### config.mk
export PLATFORM = sky130hd
export DESIGN_NAME = acvs_mul
export DESIGN_NICKNAME = d
export VERILOG_FILES = /design/src/design/acvs_pkg.sv /design/src/design/acvs_mul.sv
export SDC_FILE = /design/constraint.sdc
export NUM_CORES = 2
export LEC_CHECK = 0
export BUFFER_PORTS_ARGS = -buffer_cell sky130_fd_sc_hd__clkbuf_2
export CAP_MARGIN = 25
export CORE_ASPECT_RATIO = 0.7
export CORE_MARGIN = 5
export CORE_UTILIZATION = 35
export CTS_CLUSTER_DIAMETER = 80
export CTS_CLUSTER_SIZE = 14
export DETAILED_ROUTE_END_ITERATION = 7
export GPL_TIMING_DRIVEN = 0
export PLACE_DENSITY = 0.55
export SLEW_MARGIN = 15
export SYNTH_ARGS = -nofsm -noshare
export SYNTH_HDL_FRONTEND = slang
export SYNTH_SLANG_ARGS = --single-unit
export TNS_END_PERCENT = 5
### constraint.sdc
create_clock -name clock -period 19 [get_ports clock]
set_input_delay 3.8 -clock clock [delete_from_list [all_inputs] [get_ports clock]]
set_output_delay 3.8 -clock clock [all_outputs]
set_load 0.01 [all_outputs]
### src/design/acvs_pkg.sv
// Shared types, constants and arithmetic helpers for the chain integrator.
package acvs_pkg;
   localparam int VAL_W = 48;
   localparam int OP_W = VAL_W + 2;
   localparam int PROD_W = 2 * OP_W;
   localparam logic signed [VAL_W-1:0] POS_MAX = {1'b0, {(VAL_W-1){1'b1}}};
   localparam logic signed [VAL_W-1:0] NEG_MAX = {1'b1, {(VAL_W-1){1'b0}}};

   localparam logic [1:0] REG_KAPPA = 2'd0;
   localparam logic [1:0] REG_ALPHA = 2'd1;
   localparam logic [1:0] REG_DT = 2'd2;
   localparam logic [1:0] REG_COUNT = 2'd3;

   typedef logic signed [VAL_W-1:0] val_type;
   typedef logic signed [OP_W-1:0] wide_type;

   typedef struct packed {
      logic start;
      logic [VAL_W-1:0] num;
      logic [VAL_W-1:0] den;
   } div_req_type;

   typedef struct packed {
      logic done;
      logic busy;
      val_type quot;
   } div_rsp_type;

   function automatic val_type sat_wide(input logic signed [VAL_W+1:0] x);
      val_type r;
      if (x > $signed({{2{1'b0}}, POS_MAX})) r = POS_MAX;
      else if (x < $signed({{2{1'b1}}, NEG_MAX})) r = NEG_MAX;
      else r = x[VAL_W-1:0];
      return r;
   endfunction
endpackage

### src/design/acvs_mul.sv
// Shared multiplier: wide signed product over four half-width partial products, round, saturate.
module acvs_mul #(
   parameter int FRAC_BITS = 32
) (
   input  logic clock,
   input  logic reset,
   input  logic start,
   input  acvs_pkg::wide_type op_a,
   input  acvs_pkg::wide_type op_b,
   input  logic half,
   output logic done,
   output acvs_pkg::val_type result
);
   import acvs_pkg::*;
   localparam int HW = OP_W / 2;

   logic [2:0] ph_ff, ph_in;
   logic neg_ff, neg_in, half_ff, half_in;
   logic [OP_W-1:0] ma_ff, ma_in, mb_ff, mb_in;
   logic [PROD_W-1:0] acc_ff, acc_in;
   logic [2*HW-1:0] pp;
   logic [HW-1:0] xa, xb;
   logic [PROD_W-1:0] ppx, rnd, sh;
   logic [PROD_W-1:0] rounded;
   logic done_ff, done_in;
   val_type res_ff, res_in;
   logic ovf;

   always_comb begin
      unique case (ph_ff)
         3'd1: begin xa = ma_ff[HW-1:0]; xb = mb_ff[HW-1:0]; end
         3'd2: begin xa = ma_ff[HW-1:0]; xb = mb_ff[OP_W-1:HW]; end
         3'd3: begin xa = ma_ff[OP_W-1:HW]; xb = mb_ff[HW-1:0]; end
         default: begin xa = ma_ff[OP_W-1:HW]; xb = mb_ff[OP_W-1:HW]; end
      endcase
   end

   assign pp = xa * xb;

   always_comb begin
      ph_in = ph_ff; neg_in = neg_ff; half_in = half_ff; ma_in = ma_ff; mb_in = mb_ff;
      acc_in = acc_ff; done_in = 1'b0; res_in = res_ff;
      ppx = '0; rnd = '0; sh = '0; rounded = '0; ovf = 1'b0;
      if (start) begin
         neg_in = op_a[OP_W-1] ^ op_b[OP_W-1];
         ma_in = op_a[OP_W-1] ? (~op_a + 1'b1) : op_a;
         mb_in = op_b[OP_W-1] ? (~op_b + 1'b1) : op_b;
         half_in = half;
         acc_in = '0;
         ph_in = 3'd1;
      end else if (ph_ff >= 3'd1 && ph_ff <= 3'd4) begin
         unique case (ph_ff)
            3'd1: ppx = {{(PROD_W-2*HW){1'b0}}, pp};
            3'd2, 3'd3: ppx = {{(PROD_W-3*HW){1'b0}}, pp, {HW{1'b0}}};
            default: ppx = {pp, {(2*HW){1'b0}}};
         endcase
         acc_in = acc_ff + ppx;
         ph_in = ph_ff + 1'b1;
      end else if (ph_ff == 3'd5) begin
         ph_in = 3'd0;
         done_in = 1'b1;
         rnd = half_ff ? (PROD_W'(1) << FRAC_BITS) : (PROD_W'(1) << (FRAC_BITS - 1));
         rounded = acc_ff + rnd;
         sh = half_ff ? (rounded >> (FRAC_BITS + 1)) : (rounded >> FRAC_BITS);
         ovf = |sh[PROD_W-1:VAL_W];
         if (neg_ff)
            res_in = (ovf || sh[VAL_W-1:0] >= NEG_MAX) ? NEG_MAX
                     : val_type'(-sh[VAL_W-1:0]);
         else
            res_in = (ovf || sh[VAL_W-1]) ? POS_MAX : sh[VAL_W-1:0];
      end
   end

   always_ff @(posedge clock) begin
      if (reset) begin
         ph_ff <= 3'd0; done_ff <= 1'b0;
      end else begin
         ph_ff <= ph_in; done_ff <= done_in;
      end
      neg_ff <= neg_in; half_ff <= half_in; ma_ff <= ma_in; mb_ff <= mb_in;
      acc_ff <= acc_in; res_ff <= res_in;
   end

   assign done = done_ff;
   assign result = res_ff;

   a_phase: assert property (@(posedge clock) disable iff (reset)
      ph_ff <= 3'd5) else $error("mul phase out of range");
   a_done_follows: assert property (@(posedge clock) disable iff (reset)
      done_ff |-> $past(ph_ff) == 3'd5) else $error("mul done without finish");
   a_no_overlap: assert property (@(posedge clock) disable iff (reset)
      ph_ff != 3'd0 |-> !start) else $error("mul restarted while busy");
endmodule

# After elaboration in Yosys (flattened, before gate mapping)
# Cells that the tools add are included.
[word_totals]
word_cells = 58
reg_bits = 254
output_inout_bits = 49
inputBits = 104
[op_classes]
mux = 16
eq_ne = 4
multipliers = 1
bitwise = 5
reduce_logical = 12
n_addsub = 6
n_lt_le_gt_ge = 3
[ops]
columns = ["op", "count"]
rows = [
  ["$mux W100", 2],
  ["$pmux W100 S2", 1],
  ["$mux W48", 3],
  ["$add A100 B100 Y100", 1],
  ["$add A100 B33 Y100", 1],
  ["$add A50 B1 Y50 const B", 2],
  ["$not A50 Y50", 2],
  ["$mux W49", 2],
  ["$mux W68", 1],
  ["$reduce_or A52 Y1", 1],
  ["$mul A25 B25 Y50", 1],
  ["$mux W25", 2],
  ["$ge A48 B48 Y1 const B", 1],
  ["$neg A48 Y48", 1],
  ["$mux W33", 1],
  ["$reduce_or A2 Y1", 4],
  ["$eq A3 B2 Y1 const B", 2],
  ["$mux W3", 2],
  ["$add A3 B1 Y3 const B", 1],
  ["$eq A3 B1 Y1 const B", 1],
  ["$eq A3 B3 Y1 const B", 1],
  ["$ge A3 B1 Y1 const B", 1],
  ["$le A3 B3 Y1 const B", 1],
  ["$reduce_and A3 Y1", 1],
  ["other kinds (8)", 11],
]

# Longest topological paths before layout
[depth]
ltp_word = 8
ltp_mapped = 49
mapped_depth_nobuf = 44

# Worst setup path after synthesis
# Ideal clock, no wire load.
[synth_path]
path_type = "register -> register"
start = "register ph_ff[1]"
end = "register acc_ff[96]"
stages_incl_launch_ff = 45
path_slack_ns = 7.256
period_less_slack_ns = 11.744
path_buffers = 5
t_required_ns = 18.883
arrival_ns = 11.627
setup_time_ns = 0.117
cell_sequence = "dfxtp_1 -> inv_1 -> ha_1 -> clkbuf_1 -> o21ai_1 -> clkbuf_1 -> clkbuf_1 -> mux2i_1 -> clkbuf_1 -> nor2_1 -> fa_1 -> inv_1 -> fa_1 -> inv_1 -> fa_1 -> fa_1 -> fa_1 -> fa_1 -> [... 9 more ...] -> a21oi_1 -> a21oi_1 -> a41oi_1 -> xor2_1 -> o22ai_1 -> ha_1 -> clkbuf_1 -> nand2_1 -> or3_1 -> or3_1 -> a2111oi_0 -> o311ai_0 -> a41o_1 -> o21ai_0 -> a41oi_1 -> o31ai_1 -> xor2_1 -> a22o_1"
[synth_between]
elab_chain_cells = 8
elab_cells_between_ends = 16
cone_classes = "1 x add/sub; 1 x mul; 2 x order compare; 3 x eq/ne; 5 x mux; 4 x reduce/logical"
[synth_rtl]
columns = ["item", "line", "source"]
rows = [
  ["start, declared", "acvs_mul.sv:17", "logic [2:0] ph_ff, ph_in;"],
  ["start signal, assigned", "acvs_mul.sv:78", "ph_ff <= ph_in; done_ff <= done_in;"],
  ["$eq A3 B2 Y1 / $eq A3 B1 Y1 (equally long branches)", "acvs_mul.sv:30, acvs_mul.sv:52", ""],
  ["$reduce_or A2 Y1 (no source line)", "-", ""],
  ["$mux W25", "acvs_mul.sv:30", "unique case (ph_ff)"],
  ["$mul A25 B25 Y50", "acvs_mul.sv:38", "assign pp = xa * xb;"],
  ["$pmux W100 S2", "acvs_mul.sv:52", "unique case (ph_ff)"],
  ["$mux W100", "acvs_mul.sv:51", "end else if (ph_ff >= 3'd1 && ph_ff <= 3'd4) begin"],
  ["$mux W100", "acvs_mul.sv:44", "if (start) begin"],
  ["$add A100 B100 Y100", "acvs_mul.sv:57", "acc_in = acc_ff + ppx;"],
  ["end signal, assigned", "acvs_mul.sv:81", "acc_ff <= acc_in; res_ff <= res_in;"],
  ["end, declared", "acvs_mul.sv:20", "logic [PROD_W-1:0] acc_ff, acc_in;"],
]
# Parallel ways exist; a longest one is shown, timed or not. The select of a mux whose other input is x is not followed.
# A chain may end at the register's enable or synchronous reset.

# Worst setup path after layout
# Same ends and word-level chain as after synthesis.

==> results.cfg <==
[floorplanning]
die_width_um = 424.2
die_h_um = 299.9
rows = 106
start_util_pct = 35.21
core_region_area_um2 = 119400
fp.dieArea_um2 = 127200
ios = 153

[layout]
seqCellArea_um2 = 6586
nets = 6213
multiInputGateArea_um2 = 32020
layout-drive-gt1-share_pct = 7.108
area_delta_synth_final_pct = 9.472
fillers = 12360

[place]
portBuffers = 152
place_hpwl_um = 132100
place_congestion = 1.004

[clock_network]
clockRootBuffer = clkbuf_16
cts_max_path_buffers = 3
cts_tree = yes
clock_sinks = 254
h-tree-depth = 1
cts.repair.resized = 0
clkTransAtPathRegs_ps = 70
numCtsBuffers = 26
postCtsSetupBuffers = 0
hold_buffers = 0
insertion_delay_ps = 620

[flow_run]
max-cap-violations = 0

[grt]
grt_pass1_vias = 35760
grt_overflow = 0
grt_pass1_wl_um = 231500
antenna_found_initial = 7
grt_max_degree = 91
track_usage_pct = 23.90

[worst_setup_path]
arrival_ps = 18000
worstSetupEndpointType = flop
required_ps = 19510
startpoint_type = flop
crit_type = reg2reg
critPathMostFrequentCell = fa_1
path_max_fanout = 10
max_stage_delay_ps = 830
crit_path_top_delay_cell = mux2i_1

[timing]
slew_violations = 0
fin_crit_ps = 17490
clock_skew_ps = 18.99
clock.fmax_mhz = 57.16
worst_pin_slew_ps = 1212
finalSetupViolations = 0
hold_viol_final = 0
finalCritPeriodShare_pct = 92.07
rsz0062_at_grt = false
relSlewSlack_pct = 18.94
finalSetupTns_ps = 0

[logic_synthesis]
syn_avg_cell_area_um2 = 8.284
synth_flop_cell = edfxtp_1
ys_seq_area_share_pct = 15.67
synthesis.area_um2 = 42030
synth.most_common_cell = inv_1
synth.distinct_cells = 99
synth.top_cells.by_area = fa_1, edfxtp_1, ha_1
ys_seq_elements = 254
synthArstFlopShare_pct = 0
yosys_warnings = 0
synth_common_cells = inv_1, nand2_1, nor2_1
syn_inst = 5074
synth_top_area_share_pct = 25.15
syn_nets = 5999
synth_edf_count = 150
synth_largest_area_cell = fa_1

[drt]
vias = 38360
routed_wl_um = 156100
first_pass_iters = 7
ant_nets = 0
drc = 0
viasPerCell = 5.582
drt_iter0_markers = 4254
wl_per_cell_um = 22.71

[min_path]
hp-class = reg2reg

[run_status]
status = finished clean
==> per-stage QoR <==
stage	util, %	setup WS, ps	hold slack, ps	instance area, um^2	std cells
after floorplan	-	7256	436.2	42030	5074
after CTS	38.46	2252	461.1	45910	6858
final	38.55	1506	460.0	46020	6872
after global placement	37.49	1862	444.6	44750	6792
after detailed placement	37.77	2325	451.6	45090	6814
after global routing	38.55	1149	473.7	46010	6870
==> final timing paths <==
path,startpoint,endpoint,slack [ps],cells after the start
worst max register to register,ph_ff[1],acc_ff[96],1510,44
worst min register to register,acc_ff[8],acc_ff[8],460,2
worst max-delay path,ph_ff[1],acc_ff[96],1510,44
worst min-delay path,acc_ff[8],acc_ff[8],460,2
==> layer usage <==
layer | track usage, % | wire length [um] | share of wire [%]
met1 | 38.11 | 74640 | 48
met2 | 30.79 | 57850 | 37
met3 | 8.284 | 20750 | 13
met4 | 3.399 | 2545 | 1.6
met5 | 1.061 | 272 | 0.17
==> flip-flops by register name, summed over array words and instances (netlist names) <==
signal / cells
mb_ff: 50
done: 1
ph_ff: 3
acc_ff: 100
result: 48
ma_ff: 50
half_ff: 1
neg_ff: 1
==> kinds of logic after synthesis <==
group	share of synthesized area, %
simple gates	17.82
fa+ha+maj	33.87
mux	3.030
buf+inv	8.457
flops	15.67
compound gates	15.23
xor+xnor	5.918
==> layout by cell type (no fill, tap or decap), types with 16 or more instances in the layout <==
master	Yosys	routed
nor3_1	64	63
nand3_1	83	83
nand4_1	54	54
o22ai_1	56	56
xor2_1	78	76
nor2_1	530	530
inv_1	680	680
buf_1	17	17
and2_1	41	41
a21o_1	109	109
o31ai_1	52	52
or3_1	40	40
clkbuf_16	0	28
and3_1	27	27
o21bai_1	28	28
ha_1	293	293
clkbuf_1	215	219
nand2_1	666	666
mux2_2	44	44
a22o_1	35	35
nor2b_1	24	24
xnor2_1	206	206
o21a_1	29	29
or2_2	18	18
a31oi_1	25	25
o211ai_1	16	16
edfxtp_1	150	150
fa_1	528	528
mux2i_1	71	50
a21oi_1	301	301
mux2i_2	0	18
nor4_1	20	20
a22oi_1	16	16
dfxtp_1	104	104
buf_4	7	26
a211oi_1	28	28
o21ai_0	183	183
clkbuf_2	1	154
nand2b_1	32	32
==> area by class of cell <==
type,count,area share (%)
multi-input combinational,3886,69.58
buffer,252,2.162
clock buffer,32,1.555
tap,1566,4.258
timing repair buffer,186,2.314
clock inverter,12,0.2420
inverter,682,5.563
antenna,2,0.01088
sequential,254,14.31
==> worst max-delay path, delay by kind of cell, from the launching register on <==
family / cells / cell delay (ps)
AND/OR/NAND/NOR: 8 / 2410
adder cells (fa/ha/maj): 10 / 4700
buffers and inverters: 10 / 2870
multiplexers: 1 / 830
AO/OA/AOI/OAI: 13 / 5200
flip-flops: 1 / 410
XOR/XNOR: 2 / 950
Power is not shown: default switching activity piles up to over one toggle a cycle in this logic, so the estimate is an artifact.
