`src/design/acvs_pkg.sv`:
```
// Shared types, constants and arithmetic helpers for the chain integrator.
package acvs_pkg;
   localparam int VAL_W = 48;
   localparam int OP_W = VAL_W + 2;
   localparam int PROD_W = 2 * OP_W;
   localparam logic signed [VAL_W-1:0] POS_MAX = {1'b0, {(VAL_W-1){1'b1}}};
   localparam logic signed [VAL_W-1:0] NEG_MAX = {1'b1, {(VAL_W-1){1'b0}}};

   localparam logic [1:0] REG_KAPPA = 2'd0;
   localparam logic [1:0] REG_ALPHA = 2'd1;
   localparam logic [1:0] REG_DT = 2'd2;
   localparam logic [1:0] REG_COUNT = 2'd3;

   typedef logic signed [VAL_W-1:0] val_type;
   typedef logic signed [OP_W-1:0] wide_type;

   typedef struct packed {
      logic start;
      logic [VAL_W-1:0] num;
      logic [VAL_W-1:0] den;
   } div_req_type;

   typedef struct packed {
      logic done;
      logic busy;
      val_type quot;
   } div_rsp_type;

   function automatic val_type sat_wide(input logic signed [VAL_W+1:0] x);
      val_type r;
      if (x > $signed({{2{1'b0}}, POS_MAX})) r = POS_MAX;
      else if (x < $signed({{2{1'b1}}, NEG_MAX})) r = NEG_MAX;
      else r = x[VAL_W-1:0];
      return r;
   endfunction
endpackage

```
`src/design/acvs_div.sv`:
```
// Restoring divider: one quotient bit per cycle, rounded and saturated.
module acvs_div #(
   parameter int FRAC_BITS = 32
) (
   input  logic clock,
   input  logic reset,
   input  acvs_pkg::div_req_type req,
   output acvs_pkg::div_rsp_type rsp
);
   import acvs_pkg::*;
   localparam int DW = VAL_W + FRAC_BITS;
   localparam int CW = $clog2(DW + 1);

   logic busy_ff, busy_in, done_ff, done_in, neg_ff, neg_in, ovf_ff, ovf_in;
   logic [CW-1:0] cnt_ff, cnt_in;
   logic [DW-1:0] dvd_ff, dvd_in;
   logic [VAL_W:0] rem_ff, rem_in;
   logic [VAL_W:0] quo_ff, quo_in;
   logic [VAL_W-1:0] den_ff, den_in;
   logic [VAL_W:0] shifted;
   logic [VAL_W+1:0] twice;
   logic [VAL_W:0] mag;
   logic [VAL_W-1:0] fmag;
   val_type res_ff, res_in;

   always_comb begin
      busy_in = busy_ff; done_in = 1'b0; neg_in = neg_ff; ovf_in = ovf_ff;
      cnt_in = cnt_ff; dvd_in = dvd_ff; rem_in = rem_ff; quo_in = quo_ff;
      den_in = den_ff; res_in = res_ff;
      fmag = req.num[VAL_W-1] ? (~req.num + 1'b1) : req.num;
      shifted = {rem_ff[VAL_W-1:0], dvd_ff[DW-1]};
      twice = {rem_ff, 1'b0};
      mag = quo_ff;
      if (req.start) begin
         neg_in = req.num[VAL_W-1];
         den_in = req.den;
         if (req.den == '0) begin
            done_in = 1'b1;
            res_in = (req.num == '0) ? '0 : (req.num[VAL_W-1] ? NEG_MAX : POS_MAX);
         end else begin
            busy_in = 1'b1;
            ovf_in = 1'b0;
            dvd_in = {fmag, {FRAC_BITS{1'b0}}};
            rem_in = '0; quo_in = '0;
            cnt_in = CW'(DW);
         end
      end else if (busy_ff) begin
         if (cnt_ff != '0) begin
            dvd_in = {dvd_ff[DW-2:0], 1'b0};
            if (shifted >= {1'b0, den_ff}) begin
               rem_in = shifted - {1'b0, den_ff};
               quo_in = {quo_ff[VAL_W-1:0], 1'b1};
            end else begin
               rem_in = shifted;
               quo_in = {quo_ff[VAL_W-1:0], 1'b0};
            end
            if (quo_in[VAL_W]) begin
               ovf_in = 1'b1;
               quo_in[VAL_W] = 1'b0;
            end
            cnt_in = cnt_ff - 1'b1;
         end else begin
            busy_in = 1'b0;
            done_in = 1'b1;
            if (twice >= {2'b0, den_ff}) mag = quo_ff + 1'b1;
            if (neg_ff)
               res_in = (ovf_ff || mag >= {1'b0, NEG_MAX}) ? NEG_MAX : val_type'(-mag);
            else
               res_in = (ovf_ff || mag > {1'b0, POS_MAX}) ? POS_MAX : mag[VAL_W-1:0];
         end
      end
   end

   always_ff @(posedge clock) begin
      if (reset) begin
         busy_ff <= 1'b0; done_ff <= 1'b0;
      end else begin
         busy_ff <= busy_in; done_ff <= done_in;
      end
      neg_ff <= neg_in; ovf_ff <= ovf_in; cnt_ff <= cnt_in; dvd_ff <= dvd_in;
      rem_ff <= rem_in; quo_ff <= quo_in; den_ff <= den_in; res_ff <= res_in;
   end

   assign rsp.done = done_ff;
   assign rsp.busy = busy_ff;
   assign rsp.quot = res_ff;

   a_done_pulse: assert property (@(posedge clock) disable iff (reset)
      done_ff |=> !done_ff || $past(req.start)) else $error("div done stuck");
   a_no_start_busy: assert property (@(posedge clock) disable iff (reset)
      busy_ff |-> !req.start) else $error("div restarted while busy");
   a_cnt_bound: assert property (@(posedge clock) disable iff (reset)
      busy_ff |-> cnt_ff <= CW'(DW)) else $error("div count out of range");
endmodule

```
`config.mk`:
```
export PLATFORM = sky130hd
export DESIGN_NAME = acvs_div
export DESIGN_NICKNAME = d
export VERILOG_FILES = /design/src/design/acvs_pkg.sv /design/src/design/acvs_div.sv
export SDC_FILE = /design/constraint.sdc
export NUM_CORES = 1
export LEC_CHECK = 0
export BUFFER_PORTS_ARGS = -buffer_cell sky130_fd_sc_hd__buf_2
export CAP_MARGIN = 5
export CORE_ASPECT_RATIO = 0.5
export CORE_MARGIN = 1.5
export CORE_UTILIZATION = 40
export CTS_CLUSTER_SIZE = 40
export DETAILED_ROUTE_END_ITERATION = 16
export GPL_ROUTABILITY_DRIVEN = 0
export GPL_TIMING_DRIVEN = 0
export PLACE_DENSITY = 0.64
export SYNTH_ARGS = -nofsm -noshare
export SYNTH_HDL_FRONTEND = slang
export SYNTH_SLANG_ARGS = --single-unit
export TNS_END_PERCENT = 50
```
`constraint.sdc`:
```
create_clock -name clock -period 11.2 [get_ports clock]
set_input_delay 1.12 -clock clock [delete_from_list [all_inputs] [get_ports clock]]
set_output_delay 1.12 -clock clock [all_outputs]
set_load 0.02 [all_outputs]
```
# After elaboration in Yosys (flattened, before gate mapping)
# Cells that the tools add are included.
# Widths: inputs -> output; s select.
[word_totals]
ff_bits = 285
word_cells = 81
inputBits = 99
[classes]
order_cmp = 4
add_sub_neg = 5
n_eq_ne = 3
n_bitwise = 1
n_mux = 47
n_reduce_logical = 11
[op_table]
columns = ["op", "count"]
rows = [
  ["$mux 49", 15],
  ["$mux 48", 10],
  ["$mux 80", 4],
  ["$logic_not 48->1", 2],
  ["$ge 50x48->1", 1],
  ["$add 49x1->49 const B", 1],
  ["$ge 49x48->1", 1],
  ["$ge 49x48->1 const B", 1],
  ["$gt 49x47->1 const B", 1],
  ["$sub 49x48->49", 1],
  ["$add 48x1->48 const B", 1],
  ["$neg 48->48", 1],
  ["$not 48->48", 1],
  ["$mux 7", 4],
  ["$mux 1", 14],
  ["$reduce_bool 7->1", 1],
  ["$sub 7x1->7 const B", 1],
  ["$reduce_and 3->1", 2],
  ["$reduce_bool 2->1", 3],
  ["$ne 2x2->1 const B", 2],
  ["$reduce_and 4->1", 1],
  ["$logic_or 1x1->1", 2],
  ["$ne 2x1->1 const B", 1],
]

# Logic depth before layout (Yosys ltp)
# Gate-level depths: netlist of run 1.
[depth]
word_depth = 12
depth_mapped = 19
mapped_depth_nobuf = 15

# Worst setup path before layout of run 1
# No wires, ideal clock.
[synth_path]
path_kind = "input to register"
start = "in req[96] (netlist bit)"
end = "reg ovf_ff (enable)"
path_slack_ns = 2.290
t_arrival_ns = 8.598
path_buffers = 2
setup_ns = 0.312
cell_stages = 5
cell_sequence = "clkbuf_1 -> buf_1 -> nor2_1 -> nor2_1 -> o21a_1"
[synth_between]
elab_chain_cells = 2
[synth_rtl]
columns = ["item", "line_no", "rtl"]
rows = [
  ["start, declared", "acvs_div.sv:7", "input acvs_pkg::div_req_type req,"],
  ["$ne 2x2->1 (no line) / $reduce_bool 2->1 (equally long branches)", "n/a", ""],
  ["$reduce_and 4->1 (no line) *", "n/a", ""],
  ["end signal, assigned", "acvs_div.sv:80", "neg_ff <= neg_in; ovf_ff <= ovf_in; cnt_ff <= cnt_in; dvd_ff <= dvd_in;"],
  ["end, declared", "acvs_div.sv:14", "logic busy_ff, busy_in, done_ff, done_in, neg_ff, neg_in, ovf_ff, ovf_in;"],
]
# Mark *: on every way between the ends. The rest lies on a longest branch, timed or not.
# A chain may end at the register's enable or synchronous reset.

# Final worst setup path of run 1
[layout_path]
start = "reg rem_ff[40]"
end = "reg res_ff[33] (data pin)"
[layout_between]
elab_chain_cells = 12
[layout_rtl]
columns = ["item", "line_no", "rtl"]
rows = [
  ["start, declared", "acvs_div.sv:17", "logic [VAL_W:0] rem_ff, rem_in;"],
  ["start signal, assigned", "acvs_div.sv:81", "rem_ff <= rem_in; quo_ff <= quo_in; den_ff <= den_in; res_ff <= res_in;"],
  ["$ge 50x48->1 *", "acvs_div.sv:65", "if (twice >= {2'b0, den_ff}) mag = quo_ff + 1'b1;"],
  ["$mux 49 *", "acvs_div.sv:65", ""],
  ["$mux 49 *", "acvs_div.sv:48", "if (cnt_ff != '0) begin"],
  ["$mux 49 *", "acvs_div.sv:47", "end else if (busy_ff) begin"],
  ["$mux 49 *", "acvs_div.sv:34", "if (req.start) begin"],
  ["$gt 49x47->1 / $ge 49x48->1 (equally long branches)", "acvs_div.sv:69, acvs_div.sv:67", ""],
  ["$logic_or 1x1->1 (on tied branches)", "acvs_div.sv:69, acvs_div.sv:67", ""],
  ["$mux 48 (on tied branches)", "acvs_div.sv:69, acvs_div.sv:67", ""],
  ["$mux 48 *", "acvs_div.sv:66", "if (neg_ff)"],
  ["$mux 48 *", "acvs_div.sv:48", ""],
  ["$mux 48 *", "acvs_div.sv:47", ""],
  ["$mux 48 *", "acvs_div.sv:34", ""],
  ["via res_in[33]", "acvs_div.sv:24", "val_type res_ff, res_in;"],
  ["end signal, assigned", "acvs_div.sv:81", ""],
  ["end, declared", "acvs_div.sv:24", ""],
]
# Mark *: on every way through the listed nets, which the timed path passes. The rest lies on a longest branch. The select of a mux whose other input is x is not followed.

==> results of run 1 <==
## per-stage QoR
| step | utilization (%) | total power (uW) | area [um^2] |
|---|---|---|---|
| 6_report | 47.1 | 3880 | 20000 |
| 5_1_grt | 47.1 | 4120 | 20000 |
| 4_1_cts | 47.0 | 3880 | 20000 |
| 3_5_place_dp | 44.8 | 2930 | 19000 |
| 3_3_place_gp | 44.5 | 2920 | 18900 |
| 2_1_floorplan | - | 2550 | 17400 |
## how the worst max path moves through the flow
| stage | startpoint | slack [ps] | end | depth (start not counted) |
|---|---|---|---|---|
| finish | rem_ff[40] | 5910 | res_ff[33] | 14 |
| global route | rem_ff[34] | 5580 | res_ff[33] | 15 |
| CTS | req[96] | 5600 | res_ff[26] | 8 |
| detailed placement | req[96] | 5020 | res_ff[39] | 8 |
| global placement | req[96] | -2490 | ovf_ff | 6 |
| floorplan | req[96] | 2290 | ovf_ff | 5 |
## registers in the layout, summed over array words and instances, names as in the netlist
name / cells
busy_ff: 1
rem_ff: 49
dvd_ff: 48
quo_ff: 48
neg_ff: 1
done_ff: 1
res_ff: 48
ovf_ff: 1
cnt_ff: 7
den_ff: 48
## routing by layer
metal  share of wire [%]  global-route usage (%)  vias up
li1                    -                       -     7067
met1                  45                    29.0     7128
met2                  46                    35.2      517
met3                 6.1                    3.13      119
met4                 3.2                    6.40        0
met5                   0                       0        -
## area by class of cell
| class | count | area [um^2] | share of cell area, % |
|---|---|---|---|
| multi-input combinational | 1355 | 9040 | 45.2 |
| sequential | 252 | 7550 | 37.8 |
| timing repair buffer | 155 | 896 | 4.48 |
| clock buffer | 31 | 733 | 3.67 |
| tap | 577 | 722 | 3.61 |
| buffer | 109 | 514 | 2.57 |
| inverter | 88 | 330 | 1.65 |
| clock inverter | 20 | 196 | 0.983 |
## synthesized netlist by cell type (25+ instances only)
library cell	number	area, um^2
nor3_1	41	205
and3_1	35	219
nand3_1	58	290
nor2_1	195	732
ha_1	51	638
nor2b_1	55	344
inv_1	87	327
edfxtp_1	250	7510
a21oi_1	155	776
a21o_1	26	195
nand4_1	25	156
clkbuf_1	52	195
mux2i_1	62	621
nand2_1	93	349
xor2_1	78	683
xnor2_1	67	587
o21ai_0	86	430
buf_2	34	170
## cell families after synthesis
| kind of cell | after synthesis | synth area share, % |
|---|---|---|
| DFF | 252 | 43.3 |
| and+or+nand+nor | 623 | 18.6 |
| xor gates and xnor gates | 145 | 7.29 |
| AOI/OAI and AO/OA | 471 | 18.5 |
| muxes | 64 | 3.69 |
| buffers and inverters | 197 | 4.85 |
| adders and majority gates | 52 | 3.78 |
## power groups by stage
stage / Combinational, uW / Sequential [uW] / Clock (uW)
after floorplan: 1250 / 1300 / 0
after global placement: 1590 / 1330 / 0
after global routing: 1810 / 1320 / 993
final: 1640 / 1300 / 938
after detailed placement: 1620 / 1320 / 0
after CTS: 1620 / 1300 / 957
## critical path: stages, from the launching register on
cell,delay [ps]
edfxtp_1,390
ha_1,430
nand2_1,180
nor4_2,400
and3_4,330
o2111ai_4,200
o2bb2ai_2,410
buf_4,270
o211ai_1,160
a32oi_1,770
clkbuf_1,490
buf_1,460
nor3_1,90
mux2i_1,190
o2111ai_1,180
==> results.cfg, run 1 <==
[cells_and_area]
drive_above_1_share_pct = 15.1
syn2layout_area_growth_pct = 14.7
nets = 2140
mostFrequentLayoutCell = edfxtp_1
antennaDiodeCount = 0
finalNonFillerCells = 2587
fillCellCount = 4113
final_cell_mix = edfxtp_1, nor2_1, buf_2

[power_and_ir_drop]
power.leakage_uw = 0.00785
clkPwrFrac_pct = 24.2
switching_power_uw = 1460
seqPwrFrac_pct = 33.6
irDropWorstVdd_uv = 166
p_sw_share_pct = 37.6
power.density_nw_per_um2 = 194
p_int_uw = 2420
power.share.combinational_pct = 42.2

[timing]
relSlewSlack_pct = 29.1
maxSlewViolCount = 0
setup_slack_ps = 5910
tightest_slew_ps = 1050
fin_crit_sh_pct = 47.2
fin_skew_ps = 16.1
fmax_ghz = 0.189
finalSetupViolCount = 0
whs_ps = 570
hold_violations = 0
final.min_clock_period_ps = 5290
fin_tns_setup_ps = 0
rsz0062_at_grt = no

[grt]
overflow = 0
grt_start_max_net_pins = 55
grt_use_total_pct = 21.3
antenna_found_initial = 0
grt_pass1_wl_um = 76100
grt_pass1_vias = 13677

[floorplanning]
core_um2 = 42400
rows = 53
io-pin-count = 149
fp.dieW_um = 298
die_h_um = 151
dieArea_um2 = 44900
start_util_pct = 41.1

[clock_network]
postCtsSetupBuffers = 0
ctsLongestPathBuffers = 3
ctsHoldBuffers = 0
cts_resized = 0
cts-root-buf = clkbuf_16
cts_htree_levels = 1
clkSlewWorstSetupHoldPaths_ps = 60
cts_buffers = 28
cts.sinks = 252
clock_latency_ps = 570
cts_tree = built

[place]
hpwl_um = 36500
dpl_worst_slack_ps = 5020
port_buffers = 148
place_inst = 2535

[min_path]
min_path_cells = 2
hp-start = dvd_ff[72]
hp-class = reg -> reg
holdPathEnd = dvd_ff[73]

[critical_path]
crit-reg2reg-launch = rem_ff[40]
r2r_end = res_ff[33]
path_class = reg -> reg
crit_path_max_fanout = 10
cp-end-kind = register
startpoint_type = register
required_ps = 11460
critical_path_arrival_ps = 5540
r2r_slack_ps = 5910
ff2ff_path_depth = 14

[synthesis]
netlist_instances = 1804
synthArstFlopShare_pct = 0
synth_nets = 1955
synth_seq_area_share_pct = 43.3
synth_edf_count = 250
yosys_most_used_dff = edfxtp_1
ys_ff_latch = 252
yosys_warnings = 0
synth_area_um2 = 17400
synth_cell_types = 106
syn_avg_cell_area_um2 = 9.66

[drt]
vias_per_cell = 5.73
drt_iter0_markers = 1646
vias = 14831
final_antenna_net_count = 0
post_drt_wl_per_cell_um = 18.9
remaining_drc_errors = 0
drtPass1Iterations = 6
postRouteWirelength_um = 49000

[run]
maxCapViolations = 0

[run_status]
outcome = finished, final reports clean
No activity file was read; power rests on OpenSTA's default activity.
==> run 2: changes to the inputs <==
==> constraint.sdc (replaced) <==
create_clock -name clock -period 5.4 [get_ports clock]
set_input_delay 0.54 -clock clock [delete_from_list [all_inputs] [get_ports clock]]
set_output_delay 0.54 -clock clock [all_outputs]
set_load 0.02 [all_outputs]
==> results.cfg, run 2 (synthesis gave the netlist of run 1 again) <==
[run_status]
outcome = finished, final reports clean

[critical_path]
cpPeakStageDelay_ps = 420
required_ps = 5630
cp_common_cell = buf_2
crit_chain = ha_1, buf_2, nand3_1, nor4_1, nand4_1, or2_0, nand2_1, buf_2, nor2_1, buf_2, a21oi_1, o22a_1, nand4_2, buf_4, nor4b_2, mux2i_1, o2111ai_1
cp-end-kind = register
slowest_stage = nor4b_2
critical_path_arrival_ps = 5340
path_class = reg -> reg
startpoint_type = register
crit_path_max_fanout = 10

[timing]
final.min_clock_period_ps = 5110
maxSlewViolCount = 0
tightest_slew_ps = 1100
relSlewSlack_pct = 26.0
setup_slack_ps = 291
whs_ps = 156
fmax_ghz = 0.196
rsz0062_at_grt = no
finalSetupViolCount = 0
fin_crit_sh_pct = 94.6
hold_violations = 0
fin_tns_setup_ps = 0
fin_skew_ps = 14.3

[floorplanning]
rows = 53
io-pin-count = 149
core_um2 = 42400
die_h_um = 151
dieArea_um2 = 44900
fp.dieW_um = 298
start_util_pct = 41.1

[cells_and_area]
fillCellCount = 4090
regMostFlops = rem_ff
nets = 2139
regArea_um2 = 7550
final_cell_area_um2 = 20000
drive_above_1_share_pct = 15.0
antennaDiodeCount = 0
largest_reg_flops = 49
syn2layout_area_growth_pct = 14.7
multi_input_area_um2 = 9050
final_cell_mix = edfxtp_1, nor2_1, buf_2
mostFrequentLayoutCell = edfxtp_1

[drt]
drtPass1Iterations = 7
postRouteWirelength_um = 49000
vias_per_cell = 5.71
remaining_drc_errors = 0
vias = 14765
post_drt_wl_per_cell_um = 19.0
final_antenna_net_count = 0
drt_iter0_markers = 1547

[grt]
grt_pass1_vias = 13850
antenna_found_initial = 0
grt_use_total_pct = 21.3
grt_start_max_net_pins = 55
overflow = 0
grt_pass1_wl_um = 75800

[power_and_ir_drop]
power.density_nw_per_um2 = 401
power.leakage_uw = 0.00786
power_uw = 8020
irDropWorstVdd_uv = 341

[min_path]
hp-class = in -> reg

[clock_network]
cts_buffers = 26
ctsLongestPathBuffers = 3
clock_latency_ps = 560
cts_htree_levels = 1
cts_tree = built
clkSlewWorstSetupHoldPaths_ps = 60
cts.sinks = 252
ctsHoldBuffers = 0
cts-root-buf = clkbuf_16

[run]
maxCapViolations = 0

[place]
placed_area_um2 = 19100
dpl_worst_slack_ps = -148
port_buffers = 148
hpwl_um = 36500
[run 2: path summary, 6_finish.rpt]
check                           startpoint         end  slack, ps  depth (start not counted)
worst max-delay path            rem_ff[16]  res_ff[34]        290                         17
worst min-delay path                 reset     done_ff        160                          2
worst max register to register  rem_ff[16]  res_ff[34]        290                         17
worst min register to register     busy_ff     busy_ff        550                          2
[run 2: critical path, delay by kind of cell (launching register included)]
kind                     cells  cell delay, ps
AND/OR/NAND/NOR              8            2190
adder cells (fa/ha/maj)      1             290
AO/OA/AOI/OAI                3             630
buffers and inverters        4            1010
flip-flops                   1             400
multiplexers                 1             240
[run 2: metal layers]
metal,up-vias,routed length (um),GRT usage (%)
met5,-,0,0
met4,0,1650,6.52
met3,113,3030,3.16
met2,517,22500,35.5
met1,7072,21800,28.6
li1,7063,-,-
[run 2: layout make-up]
type                    instances  share of cell area (%)
repair buffers                156                    4.62
well taps                     577                    3.61
flip-flops and latches        252                    37.8
inverters                      88                    1.65
clock inverters                10                   0.639
clock buffers                  38                    3.84
multi-input cells            1355                    45.3
plain buffers                 109                    2.57
[run 2: power by group]
group          total [uW]  internal (uW)  switching, uW
registers            2700           2530            172
logic                3410           1360           2050
clock network        1900           1130            777
total                8020           5020           3000
[run 2: what timing repair did]
item                                    4_1_cts  5_1_grt
gates resized for setup                       0        1
setup buffers                                 0        0
endpoints found under the setup margin        0        1
[run 2: stage by stage]
step / util (%) / instances
after floorplan: - / 1804
after global placement: 44.5 / 2529
after detailed placement: 44.9 / 2536
after CTS: 47.0 / 2584
after global routing: 47.1 / 2585
final: 47.1 / 2585
==> run 3: changes to the inputs <==
==> constraint.sdc (replaced) <==
create_clock -name clock -period 5.5 [get_ports clock]
set_input_delay 0.55 -clock clock [delete_from_list [all_inputs] [get_ports clock]]
set_output_delay 0.55 -clock clock [all_outputs]
set_load 0.02 [all_outputs]
==> results.cfg, run 3 (synthesis gave the netlist of run 1 again) <==
[grt]
grt_pass1_wl_um = 75800
grt_use_total_pct = 21.3
grt_start_max_net_pins = 55
overflow = 0
grt_pass1_vias = 13850
antenna_found_initial = 0

[timing]
fin_tns_setup_ps = 0
tightest_slew_ps = 1060
fin_skew_ps = 10.8
finalSetupViolCount = 0
whs_ps = 165
fin_crit_sh_pct = 96.7
final.min_clock_period_ps = 5320
fmax_ghz = 0.188
maxSlewViolCount = 0
setup_slack_ps = 181
relSlewSlack_pct = 28.7
rsz0062_at_grt = no
hold_violations = 0

[floorplanning]
dieArea_um2 = 44900
core_um2 = 42400
fp.dieW_um = 298
die_h_um = 151
io-pin-count = 149
start_util_pct = 41.1
rows = 53

[critical_path]
slowest_stage = a32oi_1
crit_chain = ha_1, clkbuf_2, nand4_1, or3_1, inv_1, o2111ai_4, o2bb2ai_2, buf_4, o211ai_1, a32oi_1, clkbuf_1, buf_1, nor3_1, mux2i_1, o2111ai_1
cp-end-kind = register
cpPeakStageDelay_ps = 790
crit_path_max_fanout = 10
path_class = reg -> reg
path_buf_inv = 5
critical_path_arrival_ps = 5560
startpoint_type = register
cpLargestDelayFamily = compound AO/OA/AOI/OAI gates
required_ps = 5740

[power_and_ir_drop]
irDropWorstVdd_uv = 336
power.leakage_uw = 0.00786
power.density_nw_per_um2 = 395

[run_status]
outcome = finished, final reports clean

[drt]
vias = 14777
final_antenna_net_count = 0
postRouteWirelength_um = 49000
vias_per_cell = 5.72
drt_iter0_markers = 1670
post_drt_wl_per_cell_um = 18.9
drtPass1Iterations = 8
remaining_drc_errors = 0

[cells_and_area]
post-route-util_pct = 47.1
syn2layout_area_growth_pct = 14.6
fillCellCount = 4087
regMostFlops = rem_ff
nets = 2139
antennaDiodeCount = 0
largest_reg_flops = 49
drive_above_1_share_pct = 15.0
final_cell_mix = edfxtp_1, nor2_1, buf_2
mostFrequentLayoutCell = edfxtp_1

[min_path]
hp-class = in -> reg

[clock_network]
cts_resized = 0
postCtsSetupBuffers = 0
clkSlewWorstSetupHoldPaths_ps = 60
clock_latency_ps = 560
cts-root-buf = clkbuf_16
cts_buffers = 26
cts_htree_levels = 1
cts_tree = built
cts.sinks = 252
ctsHoldBuffers = 0
ctsLongestPathBuffers = 3

[run]
maxCapViolations = 0

[place]
hpwl_um = 36500
port_buffers = 148
dpl_worst_slack_ps = -58.4
[run 3: changes by cell type in the layout (fill, tap and decap cells not counted)]
cell     delta
a32oi_1     +1
a32oi_2     -1
[run 3: through the flow]
step | total power [uW] | instances | cell area (um^2)
2_1_floorplan | 5180 | 1804 | 17400
3_3_place_gp | 5930 | 2529 | 18900
3_5_place_dp | 5990 | 2536 | 19100
4_1_cts | 7880 | 2584 | 20000
5_1_grt | 8360 | 2585 | 20000
6_report | 7880 | 2585 | 20000
[run 3: path summary, 6_finish.rpt]
path              start  slack (ps)          to  cells after the start
max          rem_ff[29]         180  res_ff[33]                     15
min               reset         170     done_ff                      2
max reg2reg  rem_ff[29]         180  res_ff[33]                     15
min reg2reg     busy_ff         550     busy_ff                      2
[run 3: per-layer routing]
layer	GRT usage (%)	wire length [um]	vias to the layer above
li1	-	-	7058
met1	28.6	21700	7118
met2	35.5	22500	500
met3	3.16	3110	101
met4	6.52	1650	0
met5	0	0	-
[run 3: final cells by class]
type,count,area [um^2],share of cell area (%)
clock buffer,38,767,3.84
buffer,109,514,2.57
clock inverter,10,128,0.639
timing repair buffer,156,923,4.62
sequential,252,7550,37.8
inverter,88,330,1.65
tap,577,722,3.61
multi-input combinational,1355,9040,45.3
[run 3: power breakdown]
group	total (uW)	internal, uW	switching [uW]
Sequential	2660	2490	169
Clock	1870	1110	767
Combinational	3350	1340	2020
Total	7880	4930	2950
